**src/hw/rtl/dfwz_pkg.sv**
```systemverilog
package dfwz_pkg;

  localparam int unsigned ColW    = 12;
  localparam int unsigned ChanW   = 8;
  localparam int unsigned ColorW  = 24;
  localparam int unsigned DepthW  = 16;
  localparam int unsigned DispW   = 16;
  localparam int unsigned GainW   = 16;
  localparam int unsigned ViewW   = 5;
  localparam int unsigned LineW   = 13;
  localparam int unsigned WideW   = 14;
  localparam int unsigned Prod1W  = DispW + GainW + 1;
  localparam int unsigned Prod2W  = Prod1W + ViewW;
  localparam int unsigned FracW   = 16;
  localparam int unsigned TgtW    = Prod2W - FracW;
  localparam int unsigned EntryW  = DepthW + ColorW;
  localparam int unsigned CfgIdxW = 2;
  localparam int unsigned CfgW    = 16;
  localparam int unsigned InDataW = 72;
  localparam int unsigned InUserW = 2;
  localparam int unsigned OutDataW = 40;

  localparam logic [CfgIdxW-1:0] CFG_VIEW_OFFSET = 2'd0;
  localparam logic [CfgIdxW-1:0] CFG_SHIFT_GAIN  = 2'd1;
  localparam logic [CfgIdxW-1:0] CFG_LINE_WIDTH  = 2'd2;

  localparam logic OP_SCATTER = 1'b0;
  localparam logic OP_READ    = 1'b1;

  localparam logic signed [ViewW-1:0] VIEW_OFFSET_RST = 5'sd0;
  localparam logic [GainW-1:0]        SHIFT_GAIN_RST  = 16'd256;
  localparam logic [LineW-1:0]        LINE_WIDTH_RST  = 13'd4096;

  typedef struct packed {
    logic                   valid;
    logic signed [TgtW-1:0] target;
  } dfwz_tgt_t;

endpackage

```
**src/hw/rtl/dfwz_shift.sv**
```systemverilog
module dfwz_shift (
  input  logic                                 clk_i,
  input  logic                                 rst_ni,
  input  logic                                 start_i,
  input  logic signed [dfwz_pkg::DispW-1:0]    disparity_i,
  input  logic [dfwz_pkg::GainW-1:0]           gain_i,
  input  logic signed [dfwz_pkg::ViewW-1:0]    view_offset_i,
  input  logic [dfwz_pkg::ColW-1:0]            column_i,
  output dfwz_pkg::dfwz_tgt_t                  tgt_o
);
  import dfwz_pkg::*;

  logic                     v1_q, v2_q, v3_q, v4_q;
  logic signed [Prod1W-1:0] p1_q;
  logic signed [Prod2W-1:0] p2_q, bias;
  logic signed [TgtW-1:0]   sh_d, sh_q, tgt_q;
  logic [ColW-1:0]          col1_q, col2_q, col3_q;
  logic signed [ViewW-1:0]  vo1_q;

  always_ff @(posedge clk_i or negedge rst_ni) begin
    if (!rst_ni) begin
      v1_q <= 1'b0;
      v2_q <= 1'b0;
      v3_q <= 1'b0;
      v4_q <= 1'b0;
    end else begin
      v1_q <= start_i;
      v2_q <= v1_q;
      v3_q <= v2_q;
      v4_q <= v3_q;
    end
  end

  // Negative products are biased before the arithmetic shift so that the
  // quotient truncates toward zero.
  assign bias = p2_q[Prod2W-1] ? Prod2W'((1 << FracW) - 1) : '0;
  assign sh_d = TgtW'((p2_q + bias) >>> FracW);

  always_ff @(posedge clk_i) begin
    if (start_i) begin
      p1_q   <= Prod1W'(disparity_i * $signed({1'b0, gain_i}));
      vo1_q  <= view_offset_i;
      col1_q <= column_i;
    end
    p2_q   <= Prod2W'(p1_q * vo1_q);
    col2_q <= col1_q;
    sh_q   <= sh_d;
    col3_q <= col2_q;
    tgt_q  <= sh_q + $signed(TgtW'(col3_q));
  end

  assign tgt_o.valid  = v4_q;
  assign tgt_o.target = tgt_q;

endmodule

```
**config.mk**
```make
export PLATFORM = sky130hd
export DESIGN_NAME = dfwz_shift
export DESIGN_NICKNAME = d
export VERILOG_FILES = /design/src/hw/rtl/dfwz_pkg.sv /design/src/hw/rtl/dfwz_shift.sv
export SDC_FILE = /design/constraint.sdc
export NUM_CORES = 1
export LEC_CHECK = 0
export CORE_AREA = 2 2 192 194
export DETAILED_ROUTE_END_ITERATION = 8
export DIE_AREA = 0 0 194 196
export DONT_BUFFER_PORTS = 1
export PLACE_DENSITY = 0.77
export SLEW_MARGIN = 10
export SYNTH_ARGS = -nofsm -noshare
export SYNTH_HDL_FRONTEND = slang
export SYNTH_SLANG_ARGS = --single-unit
```
**constraint.sdc**
```tcl
create_clock -name clk_i -period 11.1 [get_ports clk_i]
set_clock_uncertainty 0.05 [all_clocks]
set_input_delay 2.22 -clock clk_i [delete_from_list [all_inputs] [get_ports clk_i]]
set_output_delay 2.22 -clock clk_i [all_outputs]
set_load 0.05 [all_outputs]
```
==> results.sh <==
export IMPL_outcome="finished clean"
export IMPL_grt_pass1_wl_mm=69.0
export IMPL_path_clk_slew_ns=0.07
export IMPL_cts_tree="built"
export IMPL_synth_seq_cells=160
export IMPL_synth_distinct_cells=66
export IMPL_design_die_area_um2=38000
export IMPL_min_delay_path_class="reg -> reg"
export IMPL_cp_end_kind="register"
export IMPL_grt_pass1_vias=14700
export IMPL_viasPerCell=5.39
export IMPL_finalMaxSlewViolations=0
export IMPL_synth_edf_count=50
export IMPL_yosys_warnings=0
export IMPL_pre_cts_ws_ns=3.31
export IMPL_wl_met1_mm=17.4
export IMPL_place_hpwl_mm=31.5
export IMPL_yosysSeqAreaShare=0.190
export IMPL_wl_mm=39.3
export IMPL_timing_slew_headroom=0.195
export IMPL_setup_violations=0
export IMPL_met3_length_mm=1.99
export IMPL_setup_ws_ns=3.75
export IMPL_worstPathArrival_ns=7.49
export IMPL_routabilityCongestion=0.873
export IMPL_fin_crit_sh=0.663
export IMPL_cts_buffers=17
export IMPL_syn_avg_cell_area_um2=9.50
export IMPL_syn_to_final_growth_pct=4.99
export IMPL_syn_area_um2=19600
export IMPL_mostFrequentLayoutCell="inv_1"
export IMPL_synthCells=2061
export IMPL_wl_per_cell_um=15.7
export IMPL_fp_row_count=70
export IMPL_cp_start_kind="primary input"
export IMPL_crit_top_cell="fa_1"
export IMPL_wl_met2_mm=19.4
export IMPL_n_fill_cell=3064
export IMPL_nets=2589
export IMPL_layout_drive_gt1_share=0.0261
export IMPL_setup_tns_ns=0
export IMPL_top_layer_used="met4"
export IMPL_initial_core_util=0.543
export IMPL_core_area_um2=36100
export IMPL_cts_hold_buf=0
export IMPL_fp_dieW_um=194
export IMPL_antenna_found_initial=0
export IMPL_cap_violations=0
export IMPL_num_vias=13500
export IMPL_htreeDepth=4
export IMPL_cts_resized=0
export IMPL_cp_cell_sequence="and2_1 -> fa_1 -> inv_1 -> fa_1 -> fa_1 -> fa_1 -> inv_1 -> fa_1 -> inv_1 -> fa_1 -> inv_1 -> ha_1 -> nand2_1 -> o21ai_0 -> nor2_1 -> a21oi_1 -> a21oi_1 -> nor3b_1 -> a21oi_1 -> xnor2_1"
export IMPL_synthFlopType="dfxtp_1"
export IMPL_ant_nets=0
export IMPL_io_pins=75
export IMPL_fin_crit_ns=7.35
export IMPL_async_flop_share=0.0250
export IMPL_cpPeakStageDelay_ns=0.56
export IMPL_dr_pass1_iters=5
export IMPL_slowest_stage="fa_1"
export IMPL_die_h_um=196
export IMPL_multi_input_area_um2=14300
export IMPL_syn_num_nets=2629
export IMPL_clk_latency_ns=0.43
export IMPL_critical_path_required_ns=11.23
export IMPL_grt_max_degree=52
export IMPL_track_usage=0.218
export IMPL_post_route_util=0.570
export IMPL_cts_sinks=160
export IMPL_drc=0
export IMPL_final_seq_area_um2=3720
export IMPL_max_freq_mhz=136
export IMPL_synth_top_cell_by_area="fa_1"
export IMPL_path_max_fanout=16
export IMPL_finalHoldViolCount=0
export IMPL_rsz0062_at_grt="no"
export IMPL_io_buffers=0
export IMPL_cts_setup_buffers=0
export IMPL_overflow=0
export IMPL_clk_root_buffer_cell="clkbuf_16"
export IMPL_clk_path_buf_depth=2
export IMPL_yosys_top_cells_area="fa_1, ha_1, dfxtp_1"
export IMPL_synth_top_cell_area_share=0.303
export IMPL_worst_pin_slew_ns=1.21
export IMPL_worstSetupPathType="in -> reg"
export IMPL_mostFrequentLayoutCells="inv_1, fa_1, nand2_1"
export IMPL_drt_initial_drc_count=735
-- registers in the layout, summed over array words and instances (netlist names) --
name and count:
col3_q 12, tgt_q 22, v2_q 1, v4_q 1, sh_q 22, v1_q 1, col1_q 12, v3_q 1
vo1_q 5, p2_q 38, p1_q 33, col2_q 12
-- logic make-up after synthesis --
| group | share of synthesized area |
|---|---|
| buffers and inverters | 0.0819 |
| AND/OR/NAND/NOR | 0.157 |
| flip-flops | 0.190 |
| AO/OA/AOI/OAI | 0.0812 |
| XOR/XNOR | 0.0452 |
| multiplexers | 0.00153 |
| adder cells (fa/ha/maj) | 0.443 |
-- Yosys cell counts (3+ instances only) --
library cell,n
a211oi_1,11
a21o_1,46
a21oi_1,71
a21oi_2,5
a31oi_1,11
and2_1,186
and3_1,11
buf_2,3
clkbuf_1,54
dfrtp_1,4
dfxtp_1,106
edfxtp_1,50
fa_1,296
ha_1,220
inv_1,365
mux2i_1,3
nand2_1,251
nand2b_1,44
nand3_1,23
nand4_1,12
nor2_1,54
nor2b_1,8
nor3_1,9
nor3b_1,3
o211ai_1,5
o21a_1,7
o21ai_0,41
o21ai_2,3
o21bai_1,10
o22ai_1,3
or3_1,3
xnor2_1,70
xor2_1,31
-- cell type report --
| cell class | count | area share |
|---|---|---|
| well taps | 468 | 0.0285 |
| flip-flops and latches | 160 | 0.181 |
| diodes | 1 | 0.000122 |
| inverters | 366 | 0.0668 |
| multi-input cells | 1476 | 0.693 |
| clock buffers | 18 | 0.0219 |
| clock inverters | 14 | 0.00816 |
-- critical path, delay by kind of cell --
kind            cells  cell delay, ns
fa+ha+maj           7            3.34
compound gates      4            0.98
simple gates        4            0.62
buf+inv             4            0.20
xor+xnor            1            0.14
-- per-stage QoR --
step | hold slack [ns] | area [µm²] | instances
after floorplan | 0.260 | 19600 | 2061
final | 0.279 | 20600 | 2503
after CTS | 0.279 | 20600 | 2502
after global routing | 0.284 | 20600 | 2502
after detailed placement | 0.262 | 19900 | 2470
after global placement | 0.261 | 19900 | 2470
-- per-layer routing --
| layer | vias to the layer above | global-route usage |
|---|---|---|
| met2 | 392 | 0.385 |
| met5 | - | 0 |
| met4 | 0 | 0.0505 |
| li1 | 6408 | - |
| met3 | 44 | 0.0309 |
| met1 | 6657 | 0.286 |
-- worst paths after layout --
check | start | end | slack, ns | depth (start not counted)
setup / recovery | gain_i[7] | p1_q[25] | 3.75 | 20
hold / removal | col2_q[7] | col3_q[7] | 0.28 | 0
setup reg to reg | vo1_q[4] | p2_q[37] | 5.53 | 13
hold reg to reg | col2_q[7] | col3_q[7] | 0.28 | 0
max in group asynchronous | rst_ni | v1_q | 9.50 | 0
min in group asynchronous | rst_ni | v4_q | 1.43 | 0
Power is left out: the tool's default activity adds up to more than one toggle a clock period on the data nets, which glitch-free logic cannot reach.
